--- src/hw/rtl/format_string_integer_printer_core_assert.svh ---
// Assertion macros used by the printer top level.
`ifndef FORMAT_STRING_INTEGER_PRINTER_CORE_ASSERT_SVH
`define FORMAT_STRING_INTEGER_PRINTER_CORE_ASSERT_SVH

// The consequent must hold in the same cycle as the antecedent.
`define FSIP_ASSERT_NOW(label, clk, rst, ante, cons) \
   label: assert property (@(posedge clk) disable iff (rst) (ante) |-> (cons)) \
      else $error("%m: assertion failed");

// The consequent must hold in the cycle after the antecedent.
`define FSIP_ASSERT_NEXT(label, clk, rst, ante, cons) \
   label: assert property (@(posedge clk) disable iff (rst) (ante) |=> (cons)) \
      else $error("%m: assertion failed");

`endif

--- src/hw/rtl/fsip_pkg.sv ---
// Types and constants of the format string integer printer.
package fsip_pkg;

   localparam int CHAR_WIDTH  = 8;
   localparam int ARG_WIDTH   = 32;
   localparam int DEC_DIGITS  = 10;
   localparam int HEX_DIGITS  = ARG_WIDTH / 4;
   localparam int BCD_WIDTH   = 4 * DEC_DIGITS;
   localparam int DCNT_WIDTH  = $clog2(DEC_DIGITS + 1);
   localparam int BIT_CNT_WIDTH = $clog2(ARG_WIDTH);

   localparam logic [CHAR_WIDTH-1:0] CHAR_NUL     = 8'h00;
   localparam logic [CHAR_WIDTH-1:0] CHAR_PERCENT = 8'h25;
   localparam logic [CHAR_WIDTH-1:0] CHAR_MINUS   = 8'h2d;
   localparam logic [CHAR_WIDTH-1:0] CHAR_LOWER_D = 8'h64;
   localparam logic [CHAR_WIDTH-1:0] CHAR_LOWER_X = 8'h78;
   localparam logic [CHAR_WIDTH-1:0] CHAR_LOWER_C = 8'h63;

   localparam logic [CHAR_WIDTH-1:0] DIGIT_CHARS [16] = '{
      8'h30, 8'h31, 8'h32, 8'h33, 8'h34, 8'h35, 8'h36, 8'h37,
      8'h38, 8'h39, 8'h61, 8'h62, 8'h63, 8'h64, 8'h65, 8'h66
   };

   typedef enum logic [0:0] {
      REQ_FMT = 1'b0,
      REQ_ARG = 1'b1
   } req_kind_type;

   typedef enum logic [1:0] {
      PH_NORMAL  = 2'd0,
      PH_PERCENT = 2'd1,
      PH_AWAIT   = 2'd2
   } phase_type;

   typedef enum logic [1:0] {
      OP_D = 2'd0,
      OP_X = 2'd1,
      OP_C = 2'd2
   } op_type;

   typedef enum logic [0:0] {
      ST_IDLE = 1'b0,
      ST_CONV = 1'b1
   } state_type;

   // One output job for the character serialiser.
   typedef struct packed {
      logic                   head_vld;
      logic [CHAR_WIDTH-1:0]  head_char;
      logic                   tail_digits;
      logic [CHAR_WIDTH-1:0]  tail_char;
      logic [BCD_WIDTH-1:0]   digits;
      logic [DCNT_WIDTH-1:0]  dcnt;
   } ser_load_type;

endpackage

--- src/hw/rtl/fsip_channels.sv ---
// Handshake channel interfaces for the request and response streams.
interface fsip_req_if;
   logic                             valid;
   logic                             ready;
   logic                             req_type;
   logic [fsip_pkg::CHAR_WIDTH-1:0]  fmt_char;
   logic [fsip_pkg::ARG_WIDTH-1:0]   arg_value;

   modport source (output valid, output req_type, output fmt_char, output arg_value,
                   input ready);
   modport sink   (input valid, input req_type, input fmt_char, input arg_value,
                   output ready);
endinterface

interface fsip_rsp_if;
   logic                             valid;
   logic                             ready;
   logic [fsip_pkg::CHAR_WIDTH-1:0]  out_char;
   logic                             last_char;

   modport source (output valid, output out_char, output last_char, input ready);
   modport sink   (input valid, input out_char, input last_char, output ready);
endinterface

--- src/hw/rtl/fsip_bcd.sv ---
// Bit-serial binary to BCD converter (shift and add three).
module fsip_bcd (
   input  logic                            clock,
   input  logic                            reset,
   input  logic                            start,
   input  logic [fsip_pkg::ARG_WIDTH-1:0]  bin,
   output logic                            done,
   output logic [fsip_pkg::BCD_WIDTH-1:0]  bcd
);

   logic                                busy_ff, busy_in;
   logic                                done_ff, done_in;
   logic [fsip_pkg::BIT_CNT_WIDTH-1:0]  cnt_ff, cnt_in;
   logic [fsip_pkg::ARG_WIDTH-1:0]      bin_ff, bin_in;
   logic [fsip_pkg::BCD_WIDTH-1:0]      bcd_ff, bcd_in;
   logic [fsip_pkg::BCD_WIDTH-1:0]      adj;

   // Each decimal digit of five or more gets three added before the shift.
   always_comb begin
      for (int i = 0; i < fsip_pkg::DEC_DIGITS; i++) begin
         adj[4*i +: 4] = (bcd_ff[4*i +: 4] >= 4'd5) ? bcd_ff[4*i +: 4] + 4'd3
                                                     : bcd_ff[4*i +: 4];
      end
   end

   always_comb begin
      busy_in = busy_ff;
      done_in = 1'b0;
      cnt_in  = cnt_ff;
      bin_in  = bin_ff;
      bcd_in  = bcd_ff;
      if (start) begin
         busy_in = 1'b1;
         cnt_in  = '0;
         bin_in  = bin;
         bcd_in  = '0;
      end else if (busy_ff) begin
         bcd_in = {adj[fsip_pkg::BCD_WIDTH-2:0], bin_ff[fsip_pkg::ARG_WIDTH-1]};
         bin_in = {bin_ff[fsip_pkg::ARG_WIDTH-2:0], 1'b0};
         cnt_in = cnt_ff + 1'b1;
         if (cnt_ff == fsip_pkg::BIT_CNT_WIDTH'(fsip_pkg::ARG_WIDTH - 1)) begin
            busy_in = 1'b0;
            done_in = 1'b1;
         end
      end
   end

   always_ff @(posedge clock) begin
      if (reset) begin
         busy_ff <= 1'b0;
         done_ff <= 1'b0;
      end else begin
         busy_ff <= busy_in;
         done_ff <= done_in;
      end
      cnt_ff <= cnt_in;
      bin_ff <= bin_in;
      bcd_ff <= bcd_in;
   end

   assign done = done_ff;
   assign bcd  = bcd_ff;

endmodule

--- src/hw/rtl/fsip_ser.sv ---
// Character serialiser: emits an optional prefix and then a literal or a digit string.
module fsip_ser (
   input  logic                    clock,
   input  logic                    reset,
   input  logic                    load,
   input  fsip_pkg::ser_load_type  job,
   output logic                    busy,
   fsip_rsp_if.source              rsp_chan
);

   logic                                  out_vld_ff, out_vld_in;
   logic [fsip_pkg::CHAR_WIDTH-1:0]       out_char_ff, out_char_in;
   logic                                  out_last_ff, out_last_in;
   logic                                  pend_ff, pend_in;
   logic                                  head_vld_ff, head_vld_in;
   logic [fsip_pkg::CHAR_WIDTH-1:0]       head_char_ff, head_char_in;
   logic                                  tail_digits_ff, tail_digits_in;
   logic [fsip_pkg::CHAR_WIDTH-1:0]       tail_char_ff, tail_char_in;
   logic [fsip_pkg::BCD_WIDTH-1:0]        digits_ff, digits_in;
   logic [fsip_pkg::DCNT_WIDTH-1:0]       dcnt_ff, dcnt_in;
   logic                                  started_ff, started_in;
   logic                                  out_free;
   logic [3:0]                            top_digit;

   assign out_free  = !out_vld_ff || rsp_chan.ready;
   assign top_digit = digits_ff[fsip_pkg::BCD_WIDTH-1 -: 4];

   always_comb begin
      out_vld_in     = out_vld_ff && !rsp_chan.ready;
      out_char_in    = out_char_ff;
      out_last_in    = out_last_ff;
      pend_in        = pend_ff;
      head_vld_in    = head_vld_ff;
      head_char_in   = head_char_ff;
      tail_digits_in = tail_digits_ff;
      tail_char_in   = tail_char_ff;
      digits_in      = digits_ff;
      dcnt_in        = dcnt_ff;
      started_in     = started_ff;
      if (load) begin
         pend_in        = 1'b1;
         head_vld_in    = job.head_vld;
         head_char_in   = job.head_char;
         tail_digits_in = job.tail_digits;
         tail_char_in   = job.tail_char;
         digits_in      = job.digits;
         dcnt_in        = job.dcnt;
         started_in     = 1'b0;
      end else if (pend_ff && out_free) begin
         if (head_vld_ff) begin
            out_vld_in  = 1'b1;
            out_char_in = head_char_ff;
            out_last_in = 1'b0;
            head_vld_in = 1'b0;
         end else if (!tail_digits_ff) begin
            out_vld_in  = 1'b1;
            out_char_in = tail_char_ff;
            out_last_in = 1'b1;
            pend_in     = 1'b0;
         end else begin
            digits_in = {digits_ff[fsip_pkg::BCD_WIDTH-5:0], 4'h0};
            dcnt_in   = dcnt_ff - 1'b1;
            // Leading zeros are dropped, but the final digit is always shown.
            if (top_digit != 4'h0 || started_ff || dcnt_ff == fsip_pkg::DCNT_WIDTH'(1)) begin
               out_vld_in  = 1'b1;
               out_char_in = fsip_pkg::DIGIT_CHARS[top_digit];
               out_last_in = (dcnt_ff == fsip_pkg::DCNT_WIDTH'(1));
               started_in  = 1'b1;
               pend_in     = (dcnt_ff != fsip_pkg::DCNT_WIDTH'(1));
            end
         end
      end
   end

   always_ff @(posedge clock) begin
      if (reset) begin
         out_vld_ff  <= 1'b0;
         pend_ff     <= 1'b0;
         head_vld_ff <= 1'b0;
      end else begin
         out_vld_ff  <= out_vld_in;
         pend_ff     <= pend_in;
         head_vld_ff <= head_vld_in;
      end
      out_char_ff    <= out_char_in;
      out_last_ff    <= out_last_in;
      head_char_ff   <= head_char_in;
      tail_digits_ff <= tail_digits_in;
      tail_char_ff   <= tail_char_in;
      digits_ff      <= digits_in;
      dcnt_ff        <= dcnt_in;
      started_ff     <= started_in;
   end

   assign busy               = pend_ff;
   assign rsp_chan.valid     = out_vld_ff;
   assign rsp_chan.out_char  = out_char_ff;
   assign rsp_chan.last_char = out_last_ff;

endmodule

--- src/hw/rtl/format_string_integer_printer_core.sv ---
// Top level of the format string printer for the d, x and c conversions.
//
// The block takes a stream of request transactions on req_chan: a format
// character (req_type 0) or a 32-bit argument word (req_type 1). It returns
// ASCII characters on rsp_chan, none, one or several per transaction, and
// marks the final character caused by a request with last_char. A plain
// character passes through the serialiser and then the output register. A c
// argument is shown in the same way; a hex argument also has its leading
// zero nibbles dropped. A decimal argument first passes through the
// bit-serial BCD converter, one argument bit per cycle over 32 conversion
// steps; the serialiser then emits a minus sign for a negative argument and
// the digits, with leading zeros dropped.
// The next request is taken as soon as the last character of the previous
// one has moved into the output register, so a stalled receiver holds back
// new requests only once that register and the serialiser are both full.
// Reset returns the parser to its normal phase and empties the output.
module format_string_integer_printer_core (
   input  logic        clock,
   input  logic        reset,
   fsip_req_if.sink    req_chan,
   fsip_rsp_if.source  rsp_chan
);

   `include "format_string_integer_printer_core_assert.svh"

   fsip_pkg::state_type                state_ff, state_in;
   fsip_pkg::phase_type                phase_ff, phase_in;
   fsip_pkg::op_type                   op_ff, op_in;
   logic                               neg_ff, neg_in;

   logic                               req_fire;
   logic                               ser_busy;
   logic                               ser_load_en;
   fsip_pkg::ser_load_type             ser_job;
   logic                               bcd_start;
   logic [fsip_pkg::ARG_WIDTH-1:0]     bcd_bin;
   logic                               bcd_done;
   logic [fsip_pkg::BCD_WIDTH-1:0]     bcd_value;
   logic                               arg_neg;
   logic [fsip_pkg::ARG_WIDTH-1:0]     arg_mag;

   // A new transaction is taken only when no conversion runs and the
   // serialiser has handed its last character to the output register.
   assign req_chan.ready = (state_ff == fsip_pkg::ST_IDLE) && !ser_busy;
   assign req_fire       = req_chan.valid && req_chan.ready;

   // Magnitude of a signed argument; the most negative value maps to itself,
   // which read as unsigned is exactly its magnitude.
   assign arg_neg = req_chan.arg_value[fsip_pkg::ARG_WIDTH-1];
   assign arg_mag = arg_neg ? (~req_chan.arg_value + 1'b1) : req_chan.arg_value;
   assign bcd_bin = arg_mag;

   always_ff @(posedge clock) begin
      if (reset) begin
         state_ff <= fsip_pkg::ST_IDLE;
         phase_ff <= fsip_pkg::PH_NORMAL;
         op_ff    <= fsip_pkg::OP_D;
      end else begin
         state_ff <= state_in;
         phase_ff <= phase_in;
         op_ff    <= op_in;
      end
      neg_ff <= neg_in;
   end

   always_comb begin
      state_in    = state_ff;
      phase_in    = phase_ff;
      op_in       = op_ff;
      neg_in      = neg_ff;
      ser_load_en = 1'b0;
      bcd_start   = 1'b0;
      ser_job     = '{head_vld: 1'b0, head_char: fsip_pkg::CHAR_PERCENT,
                      tail_digits: 1'b0, tail_char: req_chan.fmt_char,
                      digits: bcd_value, dcnt: fsip_pkg::DCNT_WIDTH'(fsip_pkg::DEC_DIGITS)};
      case (state_ff)
         fsip_pkg::ST_IDLE: begin
            if (req_fire) begin
               if (req_chan.req_type == fsip_pkg::REQ_ARG) begin
                  // An argument outside the awaiting phase is ignored.
                  if (phase_ff == fsip_pkg::PH_AWAIT) begin
                     phase_in = fsip_pkg::PH_NORMAL;
                     case (op_ff)
                        fsip_pkg::OP_D: begin
                           bcd_start = 1'b1;
                           neg_in    = arg_neg;
                           state_in  = fsip_pkg::ST_CONV;
                        end
                        fsip_pkg::OP_X: begin
                           ser_load_en         = 1'b1;
                           ser_job.tail_digits = 1'b1;
                           ser_job.digits      = {req_chan.arg_value,
                              (fsip_pkg::BCD_WIDTH - fsip_pkg::ARG_WIDTH)'(0)};
                           ser_job.dcnt = fsip_pkg::DCNT_WIDTH'(fsip_pkg::HEX_DIGITS);
                        end
                        default: begin
                           ser_load_en       = 1'b1;
                           ser_job.tail_char = req_chan.arg_value[fsip_pkg::CHAR_WIDTH-1:0];
                        end
                     endcase
                  end
               end else if (req_chan.fmt_char == fsip_pkg::CHAR_NUL) begin
                  // End of string: any trailing percent or pending conversion is dropped.
                  phase_in = fsip_pkg::PH_NORMAL;
               end else if (phase_ff == fsip_pkg::PH_PERCENT) begin
                  if (req_chan.fmt_char == fsip_pkg::CHAR_LOWER_D) begin
                     op_in    = fsip_pkg::OP_D;
                     phase_in = fsip_pkg::PH_AWAIT;
                  end else if (req_chan.fmt_char == fsip_pkg::CHAR_LOWER_X) begin
                     op_in    = fsip_pkg::OP_X;
                     phase_in = fsip_pkg::PH_AWAIT;
                  end else if (req_chan.fmt_char == fsip_pkg::CHAR_LOWER_C) begin
                     op_in    = fsip_pkg::OP_C;
                     phase_in = fsip_pkg::PH_AWAIT;
                  end else begin
                     // Unknown conversion: the percent sign and the character both pass.
                     phase_in         = fsip_pkg::PH_NORMAL;
                     ser_load_en      = 1'b1;
                     ser_job.head_vld = 1'b1;
                  end
               end else if (req_chan.fmt_char == fsip_pkg::CHAR_PERCENT) begin
                  phase_in = fsip_pkg::PH_PERCENT;
               end else begin
                  // Plain character; a pending conversion, if any, is abandoned.
                  phase_in    = fsip_pkg::PH_NORMAL;
                  ser_load_en = 1'b1;
               end
            end
         end
         fsip_pkg::ST_CONV: begin
            if (bcd_done) begin
               ser_load_en         = 1'b1;
               ser_job.head_vld    = neg_ff;
               ser_job.head_char   = fsip_pkg::CHAR_MINUS;
               ser_job.tail_digits = 1'b1;
               state_in            = fsip_pkg::ST_IDLE;
            end
         end
         default: begin
            state_in = fsip_pkg::ST_IDLE;
         end
      endcase
   end

   fsip_bcd u_bcd (
      .clock (clock),
      .reset (reset),
      .start (bcd_start),
      .bin   (bcd_bin),
      .done  (bcd_done),
      .bcd   (bcd_value)
   );

   fsip_ser u_ser (
      .clock    (clock),
      .reset    (reset),
      .load     (ser_load_en),
      .job      (ser_job),
      .busy     (ser_busy),
      .rsp_chan (rsp_chan)
   );

   // The converter only finishes while the controller waits for it.
   `FSIP_ASSERT_NOW(a_done_in_conv, clock, reset, bcd_done, state_ff == fsip_pkg::ST_CONV)
   // A job is never loaded over one that is still being serialised.
   `FSIP_ASSERT_NOW(a_load_when_free, clock, reset, ser_load_en, !ser_busy)
   // A loaded job keeps the serialiser busy in the following cycle.
   `FSIP_ASSERT_NEXT(a_load_busy, clock, reset, ser_load_en, ser_busy)
   // A character that is not the last one implies more characters are queued.
   `FSIP_ASSERT_NOW(a_more_pending, clock, reset, rsp_chan.valid && !rsp_chan.last_char,
                    ser_busy)

endmodule
--- src/flat_wrapper.sv ---
// flat-port wrapper written by rule: the top's interface ports become plain ports
module format_string_integer_printer_core_flat 
  (clock, reset, req_chan_valid, req_chan_req_type, req_chan_fmt_char, req_chan_arg_value, req_chan_ready, rsp_chan_valid, rsp_chan_out_char, rsp_chan_last_char, rsp_chan_ready);
  fsip_req_if req_chan_i ();
  fsip_rsp_if rsp_chan_i ();
  input  logic clock;
  input  logic reset;
  input wire logic [$bits(req_chan_i.valid)-1:0] req_chan_valid;
  input wire logic [$bits(req_chan_i.req_type)-1:0] req_chan_req_type;
  input wire logic [$bits(req_chan_i.fmt_char)-1:0] req_chan_fmt_char;
  input wire logic [$bits(req_chan_i.arg_value)-1:0] req_chan_arg_value;
  output wire logic [$bits(req_chan_i.ready)-1:0] req_chan_ready;
  output wire logic [$bits(rsp_chan_i.valid)-1:0] rsp_chan_valid;
  output wire logic [$bits(rsp_chan_i.out_char)-1:0] rsp_chan_out_char;
  output wire logic [$bits(rsp_chan_i.last_char)-1:0] rsp_chan_last_char;
  input wire logic [$bits(rsp_chan_i.ready)-1:0] rsp_chan_ready;
  assign req_chan_i.valid = req_chan_valid;
  assign req_chan_i.req_type = req_chan_req_type;
  assign req_chan_i.fmt_char = req_chan_fmt_char;
  assign req_chan_i.arg_value = req_chan_arg_value;
  assign req_chan_ready = req_chan_i.ready;
  assign rsp_chan_valid = rsp_chan_i.valid;
  assign rsp_chan_out_char = rsp_chan_i.out_char;
  assign rsp_chan_last_char = rsp_chan_i.last_char;
  assign rsp_chan_i.ready = rsp_chan_ready;
  format_string_integer_printer_core u_core (.clock(clock), .reset(reset), .req_chan(req_chan_i), .rsp_chan(rsp_chan_i));
endmodule
--- config.mk ---
export PLATFORM = sky130hd
export DESIGN_NAME = format_string_integer_printer_core_flat
export DESIGN_NICKNAME = d
export VERILOG_FILES = /design/src/hw/rtl/fsip_pkg.sv /design/src/hw/rtl/fsip_channels.sv /design/src/hw/rtl/fsip_bcd.sv /design/src/hw/rtl/fsip_ser.sv /design/src/hw/rtl/format_string_integer_printer_core.sv /design/src/flat_wrapper.sv
export VERILOG_INCLUDE_DIRS = /design/src /design/src/hw/rtl
export SDC_FILE = /design/constraint.sdc
export NUM_CORES = 1
export LEC_CHECK = 0
export ABC_CLOCK_PERIOD_IN_PS = 3700
export BUFFER_PORTS_ARGS = -buffer_cell sky130_fd_sc_hd__buf_2
export CORE_MARGIN = 2
export CORE_UTILIZATION = 40
export CTS_CLUSTER_SIZE = 24
export DETAILED_ROUTE_END_ITERATION = 6
export PLACE_DENSITY = 0.58
export SLEW_MARGIN = 20
export SYNTH_ARGS = -nofsm -noshare
export SYNTH_HDL_FRONTEND = slang
export SYNTH_SLANG_ARGS = --single-unit
--- constraint.sdc ---
create_clock -name clock -period 3.7 [get_ports clock]
set_clock_uncertainty 0.2 [all_clocks]
set_input_delay 0.185 -clock clock [delete_from_list [all_inputs] [get_ports clock]]
set_output_delay 0.185 -clock clock [all_outputs]
set_load 0.01 [all_outputs]
==> results.py, run 1 <==
metrics = {
    "status": {
        "status": "completed",
    },
    "floorplan": {
        "design.die.area_mm2": 0.02256,
        "pin_count": 56,
        "start_util_pct": 40.68,
        "die_w_um": 150.2,
        "die_h_um": 150.2,
        "core.rowCount": 53,
        "core_area_mm2": 0.02102,
    },
    "yosys": {
        "synthCells": 792,
        "synth_async_sr_flop_share_pct": 0,
        "synth_edf_count": 96,
        "ys_ff_latch": 152,
        "yosys_warnings": 0,
        "seq_area_frac_synth_pct": 46.82,
        "synthesis.area_mm2": 0.008551,
        "synth_nets": 865,
        "syn_avg_cell_area_um2": 10.80,
        "synthFlopType": "edfxtp_1",
        "synth_cell_types": 55,
    },
    "power": {
        "ir_drop_mv": 0.3094,
        "pwr-share-clk_pct": 40.5,
        "sw_frac_of_total_pct": 23.40,
        "p_switching_uw": 905.0,
        "seq_power_share_pct": 49.6,
        "power_density_mw_per_mm2": 393.8,
        "intPower_uw": 2962,
        "leakage_uw": 0.003921,
        "p_comb_share_pct": 9.9,
    },
    "cts": {
        "cts_setup_buffers": 0,
        "cts_tree": "built",
        "clock-root-buffer": "clkbuf_16",
        "htree_num_levels": 4,
        "cts.path.max_buffers": 2,
        "clock-sinks": 152,
        "cts_buffers": 17,
        "clkTransAtPathRegs_ns": 0.06,
        "clk_latency_ns": 0.42,
    },
    "routing": {
        "wl_mm": 18.56,
        "ant_nets": 0,
        "drt_pass1_iterations": 5,
        "wl_per_cell_um": 16.19,
        "vias_per_cell": 5.125,
        "drtIter0Drc": 363,
        "drc": 0,
        "via_count": 5873,
    },
    "worst_setup_path": {
        "cpPeakStageDelay_ns": 0.45,
        "crit_path_end_kind": "flop",
        "timing.rr.end": "u_core.u_ser.digits_ff[11]",
        "crit_family": "compound AO/OA/AOI/OAI gates",
        "reg2reg_slack_ns": 0.76,
        "r2r_cells": 6,
        "r2r-start": "u_core.state_ff",
        "critPathKind": "flop to flop",
        "crit_fanout": 33,
        "path_cells": "or3b_4 -> a211o_1 -> or2_1 -> o21bai_4 -> buf_12 -> mux2_2",
        "start_kind": "flop",
        "crit_start": "u_core.state_ff",
        "arrival_ns": 2.91,
        "crit_buf_inv": 1,
        "worst-path-stages": 6,
        "cp_slowest_cell": "o21bai_4",
        "critPathRequiredTime_ns": 3.67,
    },
    "layout": {
        "nNetsFinal": 932,
        "fin_cells": 1146,
        "syn2layout_area_growth_pct": 14.84,
        "insertedDiodeCount": 0,
        "nFillCells": 1956,
        "drive_gt1_share_pct": 19.40,
    },
    "timing": {
        "rsz0062_at_grt": "no",
        "finalHoldViolations": 0,
        "setup_tns_ns": 0,
        "worst_hold_slack_ns": 0.02665,
        "fmax_mhz": 340.4,
        "worst_pin_slew_ns": 0.7056,
        "period_share_pct": 79.40,
        "setup_viol": 0,
        "slew_headroom_pct": 52.96,
        "slew_viol_final": 0,
        "finalCriticalPeriod_ns": 2.938,
    },
    "grt": {
        "grt_max_degree": 70,
        "track_usage_pct": 16.79,
        "grt_pass1_wl_mm": 29.12,
        "antenna_found_initial": 0,
        "grt_pass1_vias": 5481,
        "grt_overflow": 0,
    },
    "worst_hold_path": {
        "hold_end": "u_core.u_bcd.bin_ff[18]",
        "hold_path.class": "input port to flop",
        "hp-start": "req_chan_arg_value[18]",
        "hold_depth": 3,
    },
    "flow_run": {
        "drv_cap": 0,
    },
    "placement": {
        "portBuffers": 55,
        "gp_congestion": 0.8043,
        "dp_cells": 1094,
        "hpwl_mm": 12.50,
    },
}
per-layer routing:
layer  vias up  share of wire (%)  global-route usage, %
met1      2788                 50                  23.55
met2        76                 45                  26.05
met3        22                2.9                  2.848
li1       2987                  -                      -
met4         0                1.5                  6.179
met5         -                  0                      0
power groups by stage:
| stage | clock [uW] | combinational, uW | sequential (uW) |
|---|---|---|---|
| 2_1_floorplan | 0 | 252 | 1940 |
| 3_3_place_gp | 0 | 360 | 1960 |
| 3_5_place_dp | 0 | 366 | 1960 |
| 4_1_cts | 1600 | 385 | 1920 |
| 5_1_grt | 1670 | 424 | 1930 |
| 6_report | 1560 | 383 | 1920 |
worst min-delay path, stage by stage:
cell and delay [ns]:
buf_2 0.13, xor2_1 0.09, o21ai_0 0.13
cells in the mapped netlist (12+ instances only):
master | number | area (um^2)
nor2_1 | 56 | 210.2
inv_1 | 36 | 135.1
dfxtp_1 | 56 | 1121
xor2_1 | 27 | 236.5
nor3_1 | 12 | 60.06
nand2b_1 | 23 | 143.9
o21ai_0 | 53 | 265.3
nand3_1 | 19 | 95.09
nor3b_1 | 14 | 105.1
a21oi_1 | 43 | 215.2
xnor2_1 | 15 | 131.4
edfxtp_1 | 96 | 2883
mux2_4 | 54 | 810.8
ha_1 | 28 | 350.3
clkbuf_1 | 23 | 86.33
mux2i_1 | 42 | 420.4
nand2_1 | 66 | 247.7
how the worst max path moves through the flow:
stage / endpoint / slack, ns
6_report: u_core.u_ser.digits_ff[11] / 0.76
5_1_grt: u_core.u_ser.digits_ff[9] / 0.64
2_1_floorplan: u_core.u_ser.dcnt_ff[0] / 0.41
3_3_place_gp: u_core.u_ser.digits_ff[11] / 0.79
3_5_place_dp: u_core.u_ser.digits_ff[11] / 0.77
4_1_cts: u_core.u_ser.digits_ff[11] / 0.75
cells by family (layout without fill, tap and decap cells):
family,count (synthesis),after routing,synth area share [%]
DFF,152,152,46.82
muxes,112,112,16.51
and+or+nand+nor,240,240,14.28
xor gates and xnor gates,42,42,4.302
AOI/OAI and AO/OA,142,142,10.04
buffers and inverters,76,155,3.951
adders and majority gates,28,28,4.097
what timing repair did:
item                                   4_1_cts  5_1_grt
hold buffers                                21        0
endpoints found under the hold margin       28        0
resized for setup                            0        0
registers in the layout (all words and copies together) (netlist names), 2 cells and up:
signal / flops
u_core.phase_ff: 2
u_core.u_ser.digits_ff: 40
u_core.u_bcd.cnt_ff: 5
u_core.op_ff: 2
u_core.u_bcd.bcd: 40
u_core.u_ser.tail_char_ff: 8
u_core.u_ser.dcnt_ff: 4
u_core.u_ser.rsp_chan.out_char: 8
u_core.u_bcd.bin_ff: 32
per-stage QoR:
| step | cell area (um^2) | total power [uW] | utilization, % | setup WS, ns |
|---|---|---|---|---|
| floorplan | 8551 | 2194 | - | 0.4091 |
| global route | 9819 | 4020 | 46.71 | 0.6420 |
| global placement | 9092 | 2316 | 43.25 | 0.7881 |
| CTS | 9819 | 3905 | 46.71 | 0.7477 |
| finish | 9819 | 3867 | 46.71 | 0.7620 |
| detailed placement | 9092 | 2321 | 43.25 | 0.7683 |
cells in the final DEF (no fill, tap or decap), types with 3 or more instances in the layout:
master / instances
a211oi_1: 11
a21oi_1: 43
and3_1: 9
buf_2: 55
buf_4: 9
clkbuf_16: 17
clkinv_1: 7
clkinv_2: 4
dfxtp_1: 55
dlygate4sd3_1: 21
edfxtp_1: 96
ha_1: 28
inv_1: 36
mux2_1: 7
mux2_2: 9
mux2_4: 54
mux2i_1: 42
nand2_1: 66
nand2b_1: 23
nand3_1: 18
nand3b_1: 4
nand4_1: 3
nor2_1: 56
nor2b_1: 4
nor3_1: 12
nor3b_1: 14
nor4_1: 4
o21ai_0: 53
o21ai_1: 7
o31ai_1: 9
o41ai_1: 6
o41ai_2: 3
or2_2: 4
or3_1: 6
or4_1: 4
xnor2_1: 15
xor2_1: 27
layout make-up:
type                       count  area, um^2  share of cell area [%]
multi-input combinational    564        4222                   42.99
sequential                   152        4005                   40.79
timing repair buffer          87       593.1                   6.040
clock buffer                  17       425.4                   4.332
tap                          275       344.1                   3.504
inverter                      37       138.9                   1.414
clock inverter                14       91.34                  0.9302
Power figures use the tool's default switching activity.
==> run 2: changes to the inputs <==
ABC_CLOCK_PERIOD_IN_PS = 2800   (was 3700)
clock period = 2.8 ns   (was 3.7 ns; I/O delays follow)
==> run 2 against run 1 <==
  * Hold slack worse by 0.014 ns
  * Power increased by 41%
  * Non-clock buffer count rose by 20
  * Combinational power is 36% higher
  * Register-to-register slack worse by 0.60 ns
  * Die area unchanged
  * Sequential share of layout area decreased by 1.2 points
  * First-iteration DRC count is 6.9% higher
  * Global-route usage increased by 0.35 points
  * Worst setup slack worse by 0.62 ns
  * Count of clock-buffer cells in the layout up 2
==> results.py, run 2 (synthesis results as in run 1) <==
metrics = {
    "layout": {
        "nNetsFinal": 952,
        "final_common_cell": "edfxtp_1",
        "syn2layout_area_growth_pct": 18.34,
        "insertedDiodeCount": 0,
        "final_cell_mix": "edfxtp_1 (96), nand2_1 (66), nor2_1 (56)",
        "drive_gt1_share_pct": 21.52,
    },
    "status": {
        "status": "completed",
    },
    "power": {
        "pwr-share-clk_pct": 43.8,
        "sw_frac_of_total_pct": 22.40,
        "p_switching_uw": 1220,
        "p_comb_share_pct": 9.6,
        "seq_power_share_pct": 46.6,
        "power_density_mw_per_mm2": 538.0,
        "ir_drop_mv": 0.3081,
        "leakage_uw": 0.004059,
        "intPower_uw": 4224,
    },
    "cts": {
        "htree_num_levels": 4,
        "cts_tree": "built",
        "clk_latency_ns": 0.42,
        "clock-sinks": 152,
        "cts.path.max_buffers": 2,
        "cts_setup_buffers": 0,
        "clkTransAtPathRegs_ns": 0.07,
        "clock-root-buffer": "clkbuf_16",
        "cts_buffers": 17,
    },
    "placement": {
        "gp_congestion": 0.8095,
        "portBuffers": 55,
        "hpwl_mm": 13.00,
    },
    "timing": {
        "finalCriticalPeriod_ns": 2.662,
        "worst_hold_slack_ns": 0.01268,
        "setup_viol": 0,
        "slew_viol_final": 0,
        "setup_tns_ns": 0,
        "fmax_mhz": 375.6,
        "finalHoldViolations": 0,
        "worst_pin_slew_ns": 0.8029,
        "slew_headroom_pct": 46.47,
        "period_share_pct": 95.08,
    },
    "floorplan": {
        "pin_count": 56,
        "core.rowCount": 53,
        "core_area_mm2": 0.02102,
        "design.die.area_mm2": 0.02256,
        "die_h_um": 150.2,
        "start_util_pct": 40.68,
        "die_w_um": 150.2,
    },
    "flow_run": {
        "drv_cap": 0,
    },
    "worst_setup_path": {
        "reg2reg_slack_ns": 0.16,
        "critPathKind": "input port to flop",
        "crit_end": "u_core.u_bcd.bin_ff[18]",
        "cpPeakStageDelay_ns": 0.54,
        "r2r_cells": 5,
        "start_kind": "input port",
        "crit_fanout": 4,
        "arrival_ns": 2.63,
        "crit_start": "req_chan_arg_value[1]",
        "crit_top_cell": "o21ai_0",
        "cp_slowest_cell": "dlygate4sd3_1",
        "critPathRequiredTime_ns": 2.77,
        "crit_path_end_kind": "flop",
        "path_cells": "dlygate4sd3_1 -> buf_2 -> inv_1 -> ha_1 -> nor4b_2 -> buf_4 -> or4b_1 -> o21ai_0 -> xor2_1 -> o21ai_0",
        "timing.rr.end": "u_core.u_ser.digits_ff[28]",
        "r2r-start": "u_core.u_ser.busy",
    },
    "routing": {
        "wl_mm": 18.82,
        "via_count": 6024,
        "drc": 0,
        "drtIter0Drc": 388,
        "drt_pass1_iterations": 4,
        "vias_per_cell": 5.162,
        "ant_nets": 0,
        "wl_per_cell_um": 16.13,
    },
    "grt": {
        "grt_overflow": 0,
        "grt_pass1_wl_mm": 30.08,
        "antenna_found_initial": 0,
        "track_usage_pct": 17.14,
        "grt_max_degree": 68,
        "grt_pass1_vias": 5677,
    },
    "worst_hold_path": {
        "hold_path.class": "input port to flop",
    },
}
-- run 2: cell count changes in the layout (fill, tap and decap cells not counted), moves of 2 or more --
| cell | previous run | this run |
|---|---|---|
| dlygate4sd3_1 | 21 | 29 |
| clkbuf_1 | 0 | 2 |
| bufinv_16 | 1 | 4 |
| buf_4 | 9 | 21 |
| clkinv_1 | 7 | 1 |
| clkinvlp_4 | 2 | 4 |
-- run 2: worst min path at each step --
stage / start / end / slack [ns] / depth (start not counted)
after CTS: req_chan_valid / u_core.phase_ff[1] / 0.008 / 5
after detailed placement: reset / u_core.u_bcd.busy_ff / 0.26 / 2
final: req_chan_valid / u_core.phase_ff[1] / 0.01 / 5
after global routing: req_chan_arg_value[22] / u_core.u_bcd.bin_ff[22] / 0.03 / 3
after global placement: reset / u_core.phase_ff[1] / 0.26 / 2
after floorplan: req_chan_arg_value[31] / u_core.neg_ff / 0.04 / 0
-- run 2: what timing repair did --
action	4_1_cts	5_1_grt
gates resized for setup	0	5
endpoints found under the setup margin	0	13
hold buffers	29	0
hold endpoints to repair	38	0
-- run 2: worst max-delay path: cells and delay by family --
| kind | cells | cell delay (ns) |
|---|---|---|
| compound gates | 2 | 0.34 |
| xor+xnor | 1 | 0.16 |
| fa+ha+maj | 1 | 0.23 |
| buf+inv | 4 | 1.02 |
| simple gates | 2 | 0.73 |
-- run 2: area by class of cell --
class | instances | area, um^2
Tap cell | 275 | 344.1
Clock buffer | 19 | 432.9
Clock inverter | 13 | 177.7
Fill cell | 1936 | 10900
Timing Repair Buffer | 107 | 763.2
Inverter | 37 | 138.9
Sequential cell | 152 | 4005
Multi-Input combinational cell | 564 | 4257
-- run 2: per-stage QoR --
step	utilization (%)	setup WS, ns	power, uW	cell area, um^2	instances
floorplan	-	0.1527	2899	8558	792
global route	48.13	-0.07514	5642	10120	1167
CTS	48.00	0.07424	5490	10090	1167
global placement	43.72	0.1238	3066	9190	1106
finish	48.13	0.1376	5444	10120	1167
detailed placement	43.72	0.1367	3074	9190	1106
-- run 2: routing by layer --
metal | wire length [um] | track usage (%) | up-vias
li1 | - | - | 3029
met1 | 9405 | 24.27 | 2861
met2 | 8321 | 25.82 | 105
met3 | 657 | 3.121 | 29
met4 | 439 | 7.075 | 0
met5 | 0 | 0 | -
-- run 2: power groups by stage --
| stage | Clock [uW] | Combinational [uW] | Sequential (uW) |
|---|---|---|---|
| after floorplan | 0 | 335 | 2560 |
| after global placement | 0 | 482 | 2580 |
| after detailed placement | 0 | 490 | 2580 |
| after CTS | 2430 | 522 | 2540 |
| after global routing | 2520 | 578 | 2550 |
| final | 2390 | 522 | 2540 |
